## src/sv/skit_pkg.sv

```systemverilog
// ----------------------------------------------------------------------------
// skit_pkg: shared types and constants of the sorted key index table
// Field widths, status and operation codes, the cell control word and the
// depth of the registered match-reduction tree.
// ----------------------------------------------------------------------------
`default_nettype none

package skit_pkg;

	// default sizes of the table
	localparam int DEPTH_DEF    = 128;
	localparam int KEY_BITS_DEF = 16;

	// fixed field widths on the ports
	localparam int IN_KEY_W  = 16;
	localparam int POS_W     = 7;
	localparam int HELD_W    = 8;
	localparam int STATUS_W  = 2;

	// match tree: one hit flag plus the masked position per leaf
	localparam int FANIN  = 8;
	localparam int LEAF_W = POS_W + 1;

	typedef enum logic [0:0] {
		OP_INSERT = 1'b0,
		OP_LOOKUP = 1'b1
	} op_t;

	typedef enum logic [STATUS_W-1:0] {
		ST_OK        = 2'd0,
		ST_NOT_FOUND = 2'd1,
		ST_DUPLICATE = 2'd2,
		ST_FULL      = 2'd3
	} status_t;

	// control broadcast from the sequencer to every cell
	typedef struct packed {
		logic cmp_en;
		logic load_en;
	} cell_ctl_t;

	// number of registered levels needed to fold depth leaves to one root
	function automatic int tree_levels(input int depth);
		int n;
		int lv;
		n = depth;
		lv = 0;
		while (n > 1) begin
			n = (n + FANIN - 1) / FANIN;
			lv = lv + 1;
		end
		return lv;
	endfunction

endpackage

`default_nettype wire

```

## src/sv/skit_cell.sv

```systemverilog
// ----------------------------------------------------------------------------
// skit_cell: one slot of the sorted key chain
// Holds one key and position, compares the key against the broadcast key and,
// on an insert, takes the entry of its lower neighbor or the new entry.
// ----------------------------------------------------------------------------
`default_nettype none

module skit_cell #(
	parameter int KEY_BITS = skit_pkg::KEY_BITS_DEF
) (
	input  wire logic                          clk,
	input  wire logic                          arst_n,
	input  wire skit_pkg::cell_ctl_t           ctl,
	input  wire logic [KEY_BITS-1:0]           key_in,
	input  wire logic [skit_pkg::POS_W-1:0]    pos_in,
	input  wire logic                          occupied,
	input  wire logic                          at_end,
	input  wire logic                          prev_shift,
	input  wire logic [KEY_BITS-1:0]           prev_key,
	input  wire logic [skit_pkg::POS_W-1:0]    prev_pos,
	output logic [KEY_BITS-1:0]                key_out,
	output logic [skit_pkg::POS_W-1:0]         pos_out,
	output logic                               shift_out,
	output logic [skit_pkg::LEAF_W-1:0]        leaf
);

	logic [KEY_BITS-1:0]        key_q;
	logic [skit_pkg::POS_W-1:0] pos_q;
	logic                       shift_q;
	logic                       eq_q;

	// compare flags: this slot moves up on insert, or holds the key
	always_ff @(posedge clk or negedge arst_n) begin
		if (!arst_n) begin
			shift_q <= 1'b0;
			eq_q    <= 1'b0;
		end else if (ctl.cmp_en) begin
			shift_q <= occupied ? (key_q > key_in) : at_end;
			eq_q    <= occupied && (key_q == key_in);
		end
	end

	// entry storage: neighbor data when it shifts too, else the new entry
	always_ff @(posedge clk) begin
		if (ctl.load_en && shift_q) begin
			if (prev_shift) begin
				key_q <= prev_key;
				pos_q <= prev_pos;
			end else begin
				key_q <= key_in;
				pos_q <= pos_in;
			end
		end
	end

	assign key_out   = key_q;
	assign pos_out   = pos_q;
	assign shift_out = shift_q;
	assign leaf      = {eq_q, pos_q & {skit_pkg::POS_W{eq_q}}};

endmodule

`default_nettype wire

```

## config.mk

```make
export PLATFORM = sky130hd
export DESIGN_NAME = skit_cell
export DESIGN_NICKNAME = d
export VERILOG_FILES = /design/src/sv/skit_pkg.sv /design/src/sv/skit_cell.sv
export SDC_FILE = /design/constraint.sdc
export NUM_CORES = 1
export LEC_CHECK = 0
export BUFFER_PORTS_ARGS = -buffer_cell sky130_fd_sc_hd__buf_2
export CORE_UTILIZATION = 30
export CTS_CLUSTER_DIAMETER = 150
export DETAILED_ROUTE_END_ITERATION = 12
export SYNTH_ARGS = -nofsm -noshare
export SYNTH_HDL_FRONTEND = slang
export SYNTH_SLANG_ARGS = --single-unit
```

## constraint.sdc

```tcl
create_clock -name clk -period 3.5 [get_ports clk]
set_input_delay 0 -clock clk [delete_from_list [all_inputs] [get_ports clk]]
set_output_delay 0 -clock clk [all_outputs]
set_load 0.05 [all_outputs]
```

; After elaboration in Yosys (flattened, before gate mapping)
; Index checks and enable logic that the tools add are counted.
[totals]
ram_bits = 0
out_inout_bits = 32
ff_bits = 25
elab_cells = 12
input_bits = 53
latch_bits = 0
mem_count = 0
romBits = 0
[classes]
div_mod_pow = 0
bitwise_logic = 1
n_lt_le_gt_ge = 1
n_eq_ne = 1
shift = 0
mul = 0
muxes = 3
addsub = 0
reduce_logical = 2
[ops]
columns = operator, n
row1 = $eq A16 B16 Y1, 1
row2 = $gt A16 B16 Y1, 1
row3 = $mux W16, 1
row4 = $and A7 B7 Y7, 1
row5 = $mux W7, 1
row6 = $logic_and A1 B1 Y1, 2
row7 = $mux W1, 1

; Longest topological paths before layout
[depth]
word_depth = 2
mapped_depth = 6

; Worst setup path before layout
; No wires, ideal clock.
[synth_path]
path_type = register to register
start = register key_q[15] (netlist: key_out[15])
end = register shift_q (netlist: shift_out)
stages_incl_launch_ff = 6
setup_time_ps = 136
arrival_ps = 1683
setup_slack_ps = 1681
path_buffers = 0
path_cell_list = edfxtp_1 ha_1 nand4_2 o41a_1 o22ai_2 a31oi_1
[synth_via]
elab_chain_cells = 2
[synth_lines]
columns = element, line_no
row1 = "start, declared", skit_cell.sv:27  ; logic [KEY_BITS-1:0] key_q;
row2 = "start signal, assigned", skit_cell.sv:47  ; key_q <= prev_key;
row3 = "start signal, assigned", skit_cell.sv:50  ; key_q <= key_in;
row4 = $gt A16 B16 Y1, skit_cell.sv:38  ; shift_q <= occupied ? (key_q > key_in) : at_end;
row5 = $mux W1, skit_cell.sv:38
row6 = "end signal, assigned", skit_cell.sv:38
row7 = "end, declared", skit_cell.sv:29  ; logic shift_q;
; Every way passes these cells.
; A chain may end at the register's enable or synchronous reset.

; Worst setup path after layout
[layout_path]
start = register shift_q (netlist: shift_out)
end = register key_q[12] (netlist: key_out[12]) (enable)
[layout_via]
elab_chain_cells = 1
[layout_lines]
columns = element, line_no
row1 = $logic_and A1 B1 Y1, skit_cell.sv:45  ; if (ctl.load_en && shift_q) begin
; Every way passes these cells.

==> flow_metrics.py <==
metrics = {
    "finish": {
        "fin_area_sq_mm": 0.00206,
        "fin_nets": 297,
        "fillCellCount": 480,
        "instances_no_fill": 294,
        "drive_above_1_share_pct": 43.6,
        "layout_commonest_cell": "buf_2",
        "num_antenna_cells": 0,
        "syn_to_final_growth_pct": 38.0,
        "layout_common_cells": "buf_2, edfxtp_1, o21ai_0",
    },
    "synth": {
        "avgSynthCellArea_sq_um": 10.7,
        "synth_top_area_share_pct": 46.3,
        "synth-seq-cells": 25,
        "ys_top_cells_by_area": "edfxtp_1, ha_1, o21ai_0, mux2_2, nand2_1",
        "yosysUniqueCellTypes": 23,
        "ys_seq_area_share_pct": 49.7,
        "postSynthCellCount": 140,
        "synth_fp_nets": 209,
        "yosysTopAreaCell": "edfxtp_1",
        "ys_warn_count": 0,
        "syn_area_sq_mm": 0.00149,
    },
    "floorplan": {
        "core_area_sq_mm": 0.00475,
        "rows": 25,
        "ios": 85,
        "die_area_sq_mm": 0.00526,
        "die_h_um": 72.5,
        "die_w_um": 72.5,
        "initial_core_util_pct": 31.4,
    },
    "grt": {
        "grt_pass1_vias": 1234,
        "track_usage_pct": 13.1,
        "antenna_found_initial": 0,
        "overflow": 0,
        "grt_pass1_wl_um": 5330,
        "grt_max_degree": 39,
    },
    "routing": {
        "drt_pass1_iterations": 4,
        "finalWirelength_um": 3340,
        "routedWlPerCell_um": 11.4,
        "vias": 1297,
        "ant_nets": 0,
        "drc": 0,
        "drtIter0Drc": 25,
        "vias_per_cell": 4.41,
    },
    "place": {
        "placed_area_sq_mm": 0.00197,
        "dp_hpwl_um": 2720,
        "dp_cells": 286,
        "numPortBuffers": 84,
        "gp_congestion": 0.722,
    },
    "worst_setup_path": {
        "startpoint_type": "flop",
        "path_buf_inv": 0,
        "cp_slowest_stage_delay_ns": 0.84,
        "cp_top_family": "simple AND/OR/NAND/NOR gates",
        "crit_required_ns": 3.38,
        "cp-end-kind": "flop",
        "crit_path_top_delay_cell": "and2_1",
        "path_max_fanout": 23,
        "crit_arrival_ns": 1.49,
        "critPathKind": "reg -> reg",
        "path_cells": "and2_1",
    },
    "cts": {
        "post_cts_buffers": 0,
        "cts.sinks": 25,
        "path_clk_slew_ns": 0.09,
        "numCtsBuffers": 3,
        "cts_tree": "yes",
        "clock_latency_ns": 0.26,
        "cts_htree_levels": 1,
        "cts_root_buf": "clkbuf_8",
        "cts_buffer_depth": 2,
    },
    "sta": {
        "max_freq_mhz": 624,
        "slew_headroom_pct": 29.6,
        "finalClockSkew_ns": 0.00886,
        "setup_viol": 0,
        "finalCritPeriodShare_pct": 45.8,
        "worst_pin_slew_ns": 1.06,
        "maxSlewViolCount": 0,
        "period_needed_ns": 1.60,
        "rsz0062_at_grt": "false",
        "hold_viol": 0,
        "fin_hold_ws_ns": 0.00973,
        "tns_ns": 0,
    },
    "power": {
        "power_density_mw_per_mm2": 360,
        "vdd_ir_drop_max_v": 0.000136,
        "power.leakage_nw": 0.996,
    },
    "run": {
        "cap_violations": 0,
    },
    "run_status": {
        "outcome": "finished clean",
    },
    "worst_hold_path": {
        "min_path_type": "in -> reg",
    },
}
final cells by class:
type                            instances  area, sq um  area share [%]
Tap cell                               67         83.8            4.07
Clock inverter                          1         5.00           0.243
Clock buffer                            3         41.3            2.01
Timing Repair Buffer                   88          460            22.4
Multi-Input combinational cell         92          659            32.0
Inverter                               18         67.6            3.28
Sequential cell                        25          741            36.0
flip-flops by register name (all words and copies together) (netlist names):
| signal | flops |
|---|---|
| eq_q | 1 |
| key_out | 16 |
| pos_out | 7 |
| shift_out | 1 |
report_power, final:
part / switching (W) / total, W / internal, W
Clock: 0.0000862 / 0.000166 / 0.0000794
Combinational: 0.000140 / 0.000210 / 0.0000706
Sequential: 0.0000100 / 0.000365 / 0.000355
Total: 0.000236 / 0.000741 / 0.000505
timing repair:
action	CTS	global route
hold buffers	4	0
endpoints found under the hold margin	5	0
resized for setup	0	0
path summary, 6_finish.rpt:
path / from / endpoint / slack (ns) / cells past startpoint
min in group asynchronous: arst_n / eq_q / 0.06 / 2
max in group asynchronous: arst_n / shift_out / 3.34 / 2
worst min-delay path: prev_key[1] / key_out[1] / 0.01 / 3
worst max register to register: shift_out / key_out[12] / 1.90 / 1
worst max-delay path: shift_out / key_out[12] / 1.90 / 1
worst min register to register: shift_out / shift_out / 0.62 / 2
layer usage:
| layer | wire, um | global-route usage (%) |
|---|---|---|
| met4 | 12 | 3.92 |
| met5 | 0 | 0 |
| met2 | 1590 | 22.2 |
| met1 | 1520 | 17.2 |
| met3 | 212 | 2.22 |
cells in the mapped netlist:
library cell   n
edfxtp_1      23
inv_1         18
nand4_1        4
clkbuf_1       3
nor2b_1        1
dfrtp_1        2
and2_1         8
o21ai_0       20
nand2b_2       1
mux2_2         8
a2111o_1       1
nand2_1       19
nand4_2        1
o41a_1         1
ha_1          16
a2111oi_0      1
a31oi_1        1
buf_4          1
nor2_1         2
o22ai_2        1
buf_2          1
o211ai_1       1
a21oi_1        6
cell families (layout without fill, tap and decap cells):
logic type | count (synthesis) | count (layout) | share of synthesized area [%]
DFF | 25 | 25 | 49.7
buffers and inverters | 23 | 110 | 6.12
muxes | 8 | 8 | 6.04
adders and majority gates | 16 | 16 | 13.4
AOI/OAI and AO/OA | 32 | 32 | 12.6
and+or+nand+nor | 36 | 36 | 12.2
metrics by stage:
| step | util, % | power (W) | setup WS (ns) |
|---|---|---|---|
| 4_1_cts | 43.3 | 0.000754 | 1.86 |
| 5_1_grt | 43.3 | 0.000784 | 1.69 |
| 6_report | 43.3 | 0.000741 | 1.90 |
| 3_3_place_gp | 41.5 | 0.000578 | 1.90 |
| 3_5_place_dp | 41.5 | 0.000582 | 1.86 |
| 2_1_floorplan | - | 0.000513 | 1.68 |
No activity file was read; power rests on OpenSTA's default activity.
