--- config.mk ---
export PLATFORM = sky130hd
export DESIGN_NAME = skit_tree
export DESIGN_NICKNAME = d
export VERILOG_FILES = /design/src/sv/skit_pkg.sv /design/src/sv/skit_tree.sv
export SDC_FILE = /design/constraint.sdc
export NUM_CORES = 1
export LEC_CHECK = 0
export BUFFER_PORTS_ARGS = -buffer_cell sky130_fd_sc_hd__buf_2
export CORE_AREA = 8 8 402 404
export CTS_CLUSTER_DIAMETER = 120
export CTS_CLUSTER_SIZE = 8
export DETAILED_ROUTE_END_ITERATION = 12
export DIE_AREA = 0 0 410 412
export PLACE_DENSITY = 0.3
export SYNTH_ARGS = -nofsm -noshare
export SYNTH_HDL_FRONTEND = slang
export SYNTH_SLANG_ARGS = --single-unit
--- constraint.sdc ---
create_clock -name clk -period 1.5 [get_ports clk]
set_input_delay 0.075 -clock clk [delete_from_list [all_inputs] [get_ports clk]]
set_output_delay 0.075 -clock clk [all_outputs]
set_load 0.01 [all_outputs]
--- src/sv/skit_pkg.sv ---
// ----------------------------------------------------------------------------
// skit_pkg: shared types and constants of the sorted key index table
// Field widths, status and operation codes, the cell control word and the
// depth of the registered match-reduction tree.
// ----------------------------------------------------------------------------
`default_nettype none

package skit_pkg;

	// default sizes of the table
	localparam int DEPTH_DEF    = 128;
	localparam int KEY_BITS_DEF = 16;

	// fixed field widths on the ports
	localparam int IN_KEY_W  = 16;
	localparam int POS_W     = 7;
	localparam int HELD_W    = 8;
	localparam int STATUS_W  = 2;

	// match tree: one hit flag plus the masked position per leaf
	localparam int FANIN  = 8;
	localparam int LEAF_W = POS_W + 1;

	typedef enum logic [0:0] {
		OP_INSERT = 1'b0,
		OP_LOOKUP = 1'b1
	} op_t;

	typedef enum logic [STATUS_W-1:0] {
		ST_OK        = 2'd0,
		ST_NOT_FOUND = 2'd1,
		ST_DUPLICATE = 2'd2,
		ST_FULL      = 2'd3
	} status_t;

	// control broadcast from the sequencer to every cell
	typedef struct packed {
		logic cmp_en;
		logic load_en;
	} cell_ctl_t;

	// number of registered levels needed to fold depth leaves to one root
	function automatic int tree_levels(input int depth);
		int n;
		int lv;
		n = depth;
		lv = 0;
		while (n > 1) begin
			n = (n + FANIN - 1) / FANIN;
			lv = lv + 1;
		end
		return lv;
	endfunction

endpackage

`default_nettype wire

--- src/sv/skit_tree.sv ---
// ----------------------------------------------------------------------------
// skit_tree: registered OR tree over the cell match leaves
// Folds eight leaves per node per level; the root carries the hit flag and
// the position of the single matching cell.
// ----------------------------------------------------------------------------
`default_nettype none

module skit_tree #(
	parameter int DEPTH = skit_pkg::DEPTH_DEF
) (
	input  wire logic                         clk,
	input  wire logic [skit_pkg::LEAF_W-1:0]  leaf [DEPTH],
	output logic [skit_pkg::LEAF_W-1:0]       root
);

	localparam int LEVELS = skit_pkg::tree_levels(DEPTH);

	logic [skit_pkg::LEAF_W-1:0] node_q [LEVELS][DEPTH];

	// one register level per fold; nodes past the used range stay zero
	for (genvar l = 0; l < LEVELS; l++) begin : g_lvl
		for (genvar j = 0; j < DEPTH; j++) begin : g_node
			if (l == 0) begin : g_first
				always_ff @(posedge clk) begin
					logic [skit_pkg::LEAF_W-1:0] acc;
					acc = '0;
					for (int k = 0; k < skit_pkg::FANIN; k++) begin
						if (j * skit_pkg::FANIN + k < DEPTH) begin
							acc = acc | leaf[j * skit_pkg::FANIN + k];
						end
					end
					node_q[l][j] <= acc;
				end
			end else begin : g_next
				always_ff @(posedge clk) begin
					logic [skit_pkg::LEAF_W-1:0] acc;
					acc = '0;
					for (int k = 0; k < skit_pkg::FANIN; k++) begin
						if (j * skit_pkg::FANIN + k < DEPTH) begin
							acc = acc | node_q[l-1][j * skit_pkg::FANIN + k];
						end
					end
					node_q[l][j] <= acc;
				end
			end
		end
	end

	assign root = node_q[LEVELS-1][0];

endmodule

`default_nettype wire

## Yosys cells after proc, flatten, opt, wreduce, memory -nomap -nowiden

Memories as Yosys holds them, arrays and structs flattened.
Cells that the tools add are included.

- Input port bits: 1,025
- Logic and storage cells: 337
- Flip-flop bits (word level): 0
- Memories: 1
- Output and inout bits: 8
- Bits in writable memories: 384

Memories:

| memory | depth | width | read ports | clocked after Yosys merged registers in | wr ports | RTL line | source |
|---|---|---|---|---|---|---|---|
| node_q | 3 | 128 | 3 | 0 | 3 | skit_tree.sv:18 | `logic [skit_pkg::LEAF_W-1:0] node_q [LEVELS][DEPTH];` |

- Bitwise logic cells: 336

Operator list:

| operator | number |
|---|---|
| 8-bit OR (second input constant) | 168 |
| 8-bit OR | 140 |
| 8-bit OR (both inputs constant) | 28 |

## Depth between registers and ports, before layout

Gate-level depths: netlist (run 1).
An unclocked memory read counts as a cell.

- Depth in word-level cells: 8
- Gate-level depth with buffers: 2
- Mapped depth without buffers: 2

## Worst setup path before layout (run 1)

OpenSTA, ideal clock, no wires.

- Path type: reg2reg
- From: mem node_q[0][48] (netlist name)
- To: mem node_q[1][112] (netlist name)
- Data arrival time: 585 ps
- Library setup time: 124 ps
- Clock period less this slack: 709 ps
- Required time: 1,376 ps
- Path buffers: 0
- Setup slack: 791 ps
- Stages on the path, launching flop included: 3
- Cells stage by stage: dfxtp_1 -> nor4_1 -> nand2_1

RTL lines:

| what | RTL line |
|---|---|
| start, declared | skit_tree.sv:18 |

==> results of run 1 <==
-- final cells by class --
cell class	count	share of cell area, %
antenna	16	0.208
timing repair buffer	1582	55.0
multi-input combinational	440	12.5
sequential	152	15.8
clock inverter	13	1.01
tap	2058	13.3
clock buffer	17	2.21
-- final timing paths --
kind	to	slack, ns	cells past startpoint
setup / recovery	node_q[0][114]	0.09	5
hold / removal	node_q[0][8]	0.03	3
setup reg to reg	node_q[1][115]	0.48	2
hold reg to reg	node_q[2][126]	0.41	1
-- cells by family (layout without fill, tap and decap cells) --
group,count (synthesis),after routing,share of synthesized area [%]
buffers and inverters,0,1612,0
flip-flops,152,152,56.0
other,0,16,0
AND/OR/NAND/NOR,440,440,44.0
-- metal layers --
metal  global-route usage [%]  routed length [um]  vias to the layer above
li1                         -                   -                     5587
met1                     9.21               28300                     5246
met2                     14.6               37500                      620
met3                     2.49                4920                      102
met4                     2.85                2270                        2
met5                        0                  14                        -
-- worst max-delay path, stage by stage --
cell,delay (ns)
dlygate4sd3_1,0.53
buf_2,0.12
nor4_1,0.40
dlygate4sd3_1,0.63
nand2_1,0.05
-- layout by cell type (no fill, tap or decap) --
master	n
nand2_1	144
clkinv_4	2
dfxtp_1	152
clkinv_2	1
inv_6	3
buf_4	27
diode_2	16
buf_2	1032
dlygate4sd3_1	523
bufinv_16	4
nor4_2	3
clkbuf_16	17
nor4_1	285
or2_2	8
clkinvlp_4	2
inv_8	1
-- per-stage QoR --
| step | TNS, ns | instance area (sq um) | hold WS (ns) | total power [W] |
|---|---|---|---|---|
| floorplan | 0 | 5440 | 0.166 | 0.00427 |
| global placement | -0.192 | 13400 | 0.263 | 0.00586 |
| detailed placement | -0.179 | 13400 | 0.261 | 0.00585 |
| CTS | 0 | 19300 | 0.0112 | 0.0120 |
| global route | 0 | 19300 | -0.00984 | 0.0123 |
| finish | 0 | 19300 | 0.0285 | 0.0116 |
-- power by group through the flow --
| stage | clock network (W) | registers [W] | logic, W |
|---|---|---|---|
| after CTS | 0.00540 | 0.00405 | 0.00254 |
| final | 0.00493 | 0.00405 | 0.00257 |
| after global placement | 0 | 0.00415 | 0.00171 |
| after detailed placement | 0 | 0.00414 | 0.00171 |
| after floorplan | 0 | 0.00414 | 0.000129 |
| after global routing | 0.00550 | 0.00405 | 0.00276 |
-- synth_stat cells --
| master | number | area share (%) |
|---|---|---|
| dfxtp_1 | 152 | 56 |
| or2_2 | 8 | 0.92 |
| nand2_1 | 144 | 9.9 |
| nor4_1 | 288 | 33 |
==> impl_metrics.sql, run 1 <==
INSERT INTO impl_metrics (metric_group, metric, value, unit) VALUES
('outcome', 'run_status', 'finished clean', ''),
('cells_and_area', 'flip_flop_count_of_the_largest_register_after_layout', '152', ''),
('power', 'switching_share', '26.1', '%'),
('cells_and_area', 'area_growth', '255', '%'),
('timing', 'worst_slew_pin_slew', '1.04', 'ns'),
('power', 'power.net_switching', '0.00301', 'W'),
('cells_and_area', 'ff_latch_area', '3040', 'sq um'),
('detailed_routing', 'drt_pre_antenna_iters', '4', ''),
('global_route', 'maximum_number_of_pins_on_one_net_before_global_route_repair', '17', ''),
('detailed_routing', 'avgViaCountPerCell', '2.70', ''),
('setup_path', 'cp_max_fo', '1', ''),
('logic_synthesis', 'post_synth_num_cell_types', '4', ''),
('floorplanning', 'floorplan.die.height', '412', 'um'),
('power', 'sequentialPowerShare', '35.0', '%'),
('cts', 'root_buffer', 'clkbuf_16', ''),
('place', 'io_buffers', '1032', ''),
('run', 'max_cap_viol_count', '0', ''),
('logic_synthesis', 'part_of_the_yosys_area_used_for_sequential_elements', '56.0', '%'),
('global_route', 'global_route_wire_length_before_repair', '96.9', 'mm'),
('cells_and_area', 'fillCellCount', '17800', ''),
('place', 'detailed_placement_hpwl', '62.9', 'mm'),
('logic_synthesis', 'synthesis.area', '5440', 'sq um'),
('cells_and_area', 'largest_register', 'node_q', ''),
('global_route', 'initial_antenna_violation_count', '35', ''),
('timing', 'max-slew-margin-rel', '30.3', '%'),
('setup_path', 'worst-endpoint-arrival', '1.81', 'ns'),
('setup_path', 'worstReg2RegStart', 'node_q[0][51]', ''),
('place', 'dp_cells', '3709', ''),
('setup_path', 'timing.critical_path.required', '1.90', 'ns'),
('global_route', 'via_count_of_the_first_global_routing_pass', '13400', ''),
('place', 'gp_congestion', '0.903', ''),
('power', 'p_int', '0.00855', 'W'),
('timing', 'slew_violations', '0', ''),
('logic_synthesis', 'ys_warn_count', '0', ''),
('power', 'power.share.clock', '42.7', '%'),
('global_route', 'grt_overflow', '0', ''),
('cts', 'hold_buffers', '523', ''),
('setup_path', 'startpoint_type_of_the_worst_setup_path', 'input pin', ''),
('cells_and_area', 'area_occupied_by_multi_input_gates', '2410', 'sq um'),
('timing', 'fmax', '710', 'MHz'),
('power', 'worst_ir_drop_on_vdd', '0.943', 'mV'),
('logic_synthesis', 'average_cell_area_after_synthesis', '9.18', 'sq um'),
('cells_and_area', 'fin_cells', '4278', ''),
('timing', 'hold_viol_final', '0', ''),
('global_route', 'all_layer_global_routing_usage', '8.19', '%'),
('hold_path', 'hold_class', 'in2reg', ''),
('timing', 'clock_skew', '0.0159', 'ns'),
('detailed_routing', 'drt-total-wl', '73.0', 'mm'),
('detailed_routing', 'drt_iter0_drc', '561', ''),
('floorplanning', 'initial_core_util', '3.50', '%'),
('timing', 'rsz0062_at_grt', 'no', ''),
('cells_and_area', 'drive_above_1_share', '49.9', '%'),
('power', 'leakagePower', '8.65', 'nW'),
('cts', 'cts_max_path_buffers', '2', ''),
('cts', 'cts_made_buffers', '17', ''),
('logic_synthesis', 'synthCells', '592', ''),
('setup_path', 'startpoint', 'leaf[946]', ''),
('detailed_routing', 'wire_length_per_cell', '17.1', 'um'),
('place', 'post-place-ws', '-0.179', 'ns'),
('cts', 'cts.sink_count', '152', ''),
('power', 'p_comb_share', '22.3', '%'),
('cts', 'tritoncts_clock_tree', 'yes', ''),
('cts', 'clock_latency', '0.50', 'ns'),
('cells_and_area', 'top_regs', 'node_q x152', ''),
('detailed_routing', 'vias', '11600', ''),
('timing', 'post-route-period-util', '93.8', '%'),
('cts', 'path_clk_slew', '0.08', 'ns'),
('setup_path', 'worstSetupPathType', 'in2reg', ''),
('logic_synthesis', 'syn-num-nets', '1617', ''),
('floorplanning', 'num_io_pins', '1033', ''),
('cells_and_area', 'layout.core_utilization', '12.4', '%');
No activity file was read; power rests on OpenSTA's default activity.
==> inputs of run 2 (changes only) <==
--- a/config.mk
+++ b/config.mk
@@ -6,11 +6,11 @@
 export NUM_CORES = 1
 export LEC_CHECK = 0
 export BUFFER_PORTS_ARGS = -buffer_cell sky130_fd_sc_hd__buf_2
-export CORE_AREA = 8 8 402 404
+export CORE_AREA = 8 8 393 395
 export CTS_CLUSTER_DIAMETER = 120
 export CTS_CLUSTER_SIZE = 8
 export DETAILED_ROUTE_END_ITERATION = 12
-export DIE_AREA = 0 0 410 412
+export DIE_AREA = 0 0 401 403
 export PLACE_DENSITY = 0.3
 export SYNTH_ARGS = -nofsm -noshare
 export SYNTH_HDL_FRONTEND = slang
==> constraint.sdc (replaced) <==
create_clock -name clk -period 1.3 [get_ports clk]
set_input_delay 0.065 -clock clk [delete_from_list [all_inputs] [get_ports clk]]
set_output_delay 0.065 -clock clk [all_outputs]
set_load 0.01 [all_outputs]
==> run 2 against run 1 <==
  * The flow now finishes with violations (hold timing, setup timing)
  * Hold slack worse by 0.16 ns
  * Via count is 3.4% higher
  * Die area is 4.3% lower
  * Sequential power is 15% higher
  * Critical endpoint is now node_q[0][99]
==> impl_metrics.sql, run 2 (synthesized netlist as in run 1, its figures left out) <==
INSERT INTO impl_metrics (metric_group, metric, value, unit) VALUES
('outcome', 'run_status', 'finished, violations left', ''),
('cts', 'cts.sink_count', '152', ''),
('detailed_routing', 'drt-total-wl', '74.0', 'mm'),
('cts', 'root_buffer', 'clkbuf_16', ''),
('setup_path', 'critical_path.max_stage_delay', '0.64', 'ns'),
('detailed_routing', 'drc_errors', '0', ''),
('cells_and_area', 'fillCellCount', '17000', ''),
('place', 'io_buffers', '1032', ''),
('floorplanning', 'floorplan.die.height', '403', 'um'),
('floorplanning', 'placeable_core_region', '149000', 'sq um'),
('cells_and_area', 'largest_register', 'node_q', ''),
('power', 'worst_ir_drop_on_vdd', '0.856', 'mV'),
('floorplanning', 'initial_core_util', '3.66', '%'),
('hold_path', 'hold_class', 'in2reg', ''),
('cts', 'path_clk_slew', '0.07', 'ns'),
('timing', 'fmax', '714', 'MHz'),
('detailed_routing', 'drt_pre_antenna_iters', '7', ''),
('place', 'post-place-ws', '-0.334', 'ns'),
('setup_path', 'cp_top_family', 'buffers and inverters', ''),
('cts', 'tritoncts_clock_tree', 'yes', ''),
('cts', 'clock_latency', '0.50', 'ns'),
('power', 'fin_total_pwr', '0.0133', 'W'),
('timing', 'max-slew-margin-rel', '29.4', '%'),
('setup_path', 'worstSetupPathType', 'in2reg', ''),
('timing', 'timing.final.ws_setup', '-0.101', 'ns'),
('cells_and_area', 'final_common_cell', 'buf_2', ''),
('floorplanning', 'die_x', '401', 'um'),
('cells_and_area', 'nNetsFinal', '3300', ''),
('cts', 'cts_made_buffers', '17', ''),
('place', 'detailed_placement_hpwl', '63.0', 'mm'),
('detailed_routing', 'ant_nets', '0', ''),
('setup_path', 'timing.critical_path.required', '1.67', 'ns'),
('floorplanning', 'number_of_rows_created_at_floorplan', '142', ''),
('timing', 'post-route-period-util', '108', '%'),
('place', 'gp_congestion', '0.946', ''),
('timing', 'layout_min_cycle_time', '1.40', 'ns'),
('cells_and_area', 'flip_flop_count_of_the_largest_register_after_layout', '152', ''),
('setup_path', 'count_of_buffering_cells_on_the_critical_path_with_inverters_included', '3', ''),
('floorplanning', 'design.die.area', '162000', 'sq um'),
('global_route', 'all_layer_global_routing_usage', '8.72', '%'),
('cells_and_area', 'area_growth', '268', '%'),
('timing', 'hold_viol_final', '1', ''),
('timing', 'clock_skew', '0.0116', 'ns'),
('setup_path', 'path_cells', 'dlygate4sd3_1 > buf_2 > nor4_1 > dlygate4sd3_1 > nand2_1', ''),
('cts', 'cts_setup_buffers', '0', ''),
('global_route', 'via_count_of_the_first_global_routing_pass', '13800', ''),
('timing', 'worst_slew_pin_slew', '1.05', 'ns'),
('detailed_routing', 'drt_iter0_drc', '664', ''),
('setup_path', 'cp_max_fo', '1', ''),
('setup_path', 'critPathCaptureType', 'flip-flop', ''),
('setup_path', 'startpoint_type_of_the_worst_setup_path', 'input pin', ''),
('outcome', 'violated_checks', 'hold timing, setup timing', ''),
('cells_and_area', 'layout_common_cells', 'buf_2 (1,032), dlygate4sd3_1 (605), nor4_1 (276), dfxtp_1 (152), nand2_1 (143)', ''),
('timing', 'final-setup-viol-count', '2', ''),
('setup_path', 'timing.critical_path.mode_cell', 'dlygate4sd3_1', ''),
('cells_and_area', 'top_regs', 'node_q x152', ''),
('detailed_routing', 'wire_length_per_cell', '17.4', 'um'),
('cells_and_area', 'drive_above_1_share', '48.6', '%'),
('floorplanning', 'num_io_pins', '1033', ''),
('detailed_routing', 'vias', '12000', ''),
('power', 'power_density', '666', 'nW/um^2'),
('setup_path', 'crit_path_top_delay_cell', 'dlygate4sd3_1', ''),
('global_route', 'maximum_number_of_pins_on_one_net_before_global_route_repair', '17', ''),
('timing', 'hold-worst-slack', '-0.128', 'ns'),
('global_route', 'initial_antenna_violation_count', '29', ''),
('global_route', 'grt_overflow', '0', ''),
('detailed_routing', 'avgViaCountPerCell', '2.81', ''),
('power', 'leakagePower', '8.89', 'nW'),
('cells_and_area', 'layout.core_utilization', '13.5', '%'),
('global_route', 'global_route_wire_length_before_repair', '99.2', 'mm'),
('run', 'max_cap_viol_count', '0', ''),
('setup_path', 'worst-endpoint-arrival', '1.77', 'ns'),
('cts', 'cts_max_path_buffers', '2', ''),
('timing', 'slew_violations', '0', ''),
('cts', 'htree_num_levels', '4', '');
## run 2: changes by cell type in the layout (fill, tap and decap cells not counted), moves of 2 or more
cell | before | now
bufinv_16 | 4 | 2
clkinv_4 | 2 | 4
dlygate4sd3_1 | 523 | 605
nor4_1 | 285 | 276
nor4_2 | 3 | 12
## run 2: final cells by class
cell class | instances | area [sq um] | share of cell area (%)
well taps | 1944 | 2430 | 12.2
flip-flops and latches | 152 | 3040 | 15.2
diodes | 15 | 37.5 | 0.188
clock buffers | 17 | 425 | 2.13
multi-input cells | 440 | 2470 | 12.3
clock inverters | 15 | 169 | 0.844
repair buffers | 1664 | 11400 | 57.1
## run 2: path summary, 6_finish.rpt
| check | to | from | slack, ns | depth (start not counted) |
|---|---|---|---|---|
| worst min register to register | node_q[2][122] | node_q[1][122] | 0.41 | 1 |
| worst max-delay path | node_q[0][99] | leaf[795] | -0.10 | 5 |
| worst min-delay path | node_q[0][121] | leaf[977] | -0.13 | 3 |
| worst max register to register | node_q[1][112] | node_q[0][16] | 0.14 | 2 |
## run 2: power by group
group	internal, W	switching, W	leakage [nW]	total [W]
registers	0.00467	0.00000723	1.23	0.00467
clock network	0.00286	0.00256	0.283	0.00542
logic	0.00218	0.00106	7.38	0.00324
## run 2: repair_timing
| action | in CTS | in global routing |
|---|---|---|
| setup endpoints to repair | 1 | 8 |
| resized for setup | 1 | 7 |
| hold buffers | 603 | 3 |
| hold endpoints to repair | 128 | 2 |
## run 2: tightest hold or removal path: cells and delay by family
| kind | cells | cell delay (ns) |
|---|---|---|
| buffers and inverters | 1 | 0.07 |
| AND/OR/NAND/NOR | 2 | 0.19 |
## run 2: metal layers
metal / vias up / routed length, um / track usage [%] / part of all wire, %
met5: - / 41 / 0 / 0.055
met4: 6 / 3510 / 4.24 / 4.7
met3: 130 / 5280 / 2.69 / 7.1
met2: 667 / 37100 / 15.3 / 50
met1: 5398 / 28100 / 9.54 / 38
li1: 5752 / - / - / -
## run 2: stage by stage
stage | cell area, sq um | TNS (ns) | std cells
floorplan | 5440 | 0 | 592
global placement | 13300 | -0.363 | 3595
detailed placement | 13300 | -0.344 | 3595
CTS | 19900 | 0 | 4230
global route | 20000 | -0.121 | 4240
finish | 20000 | -0.112 | 4247
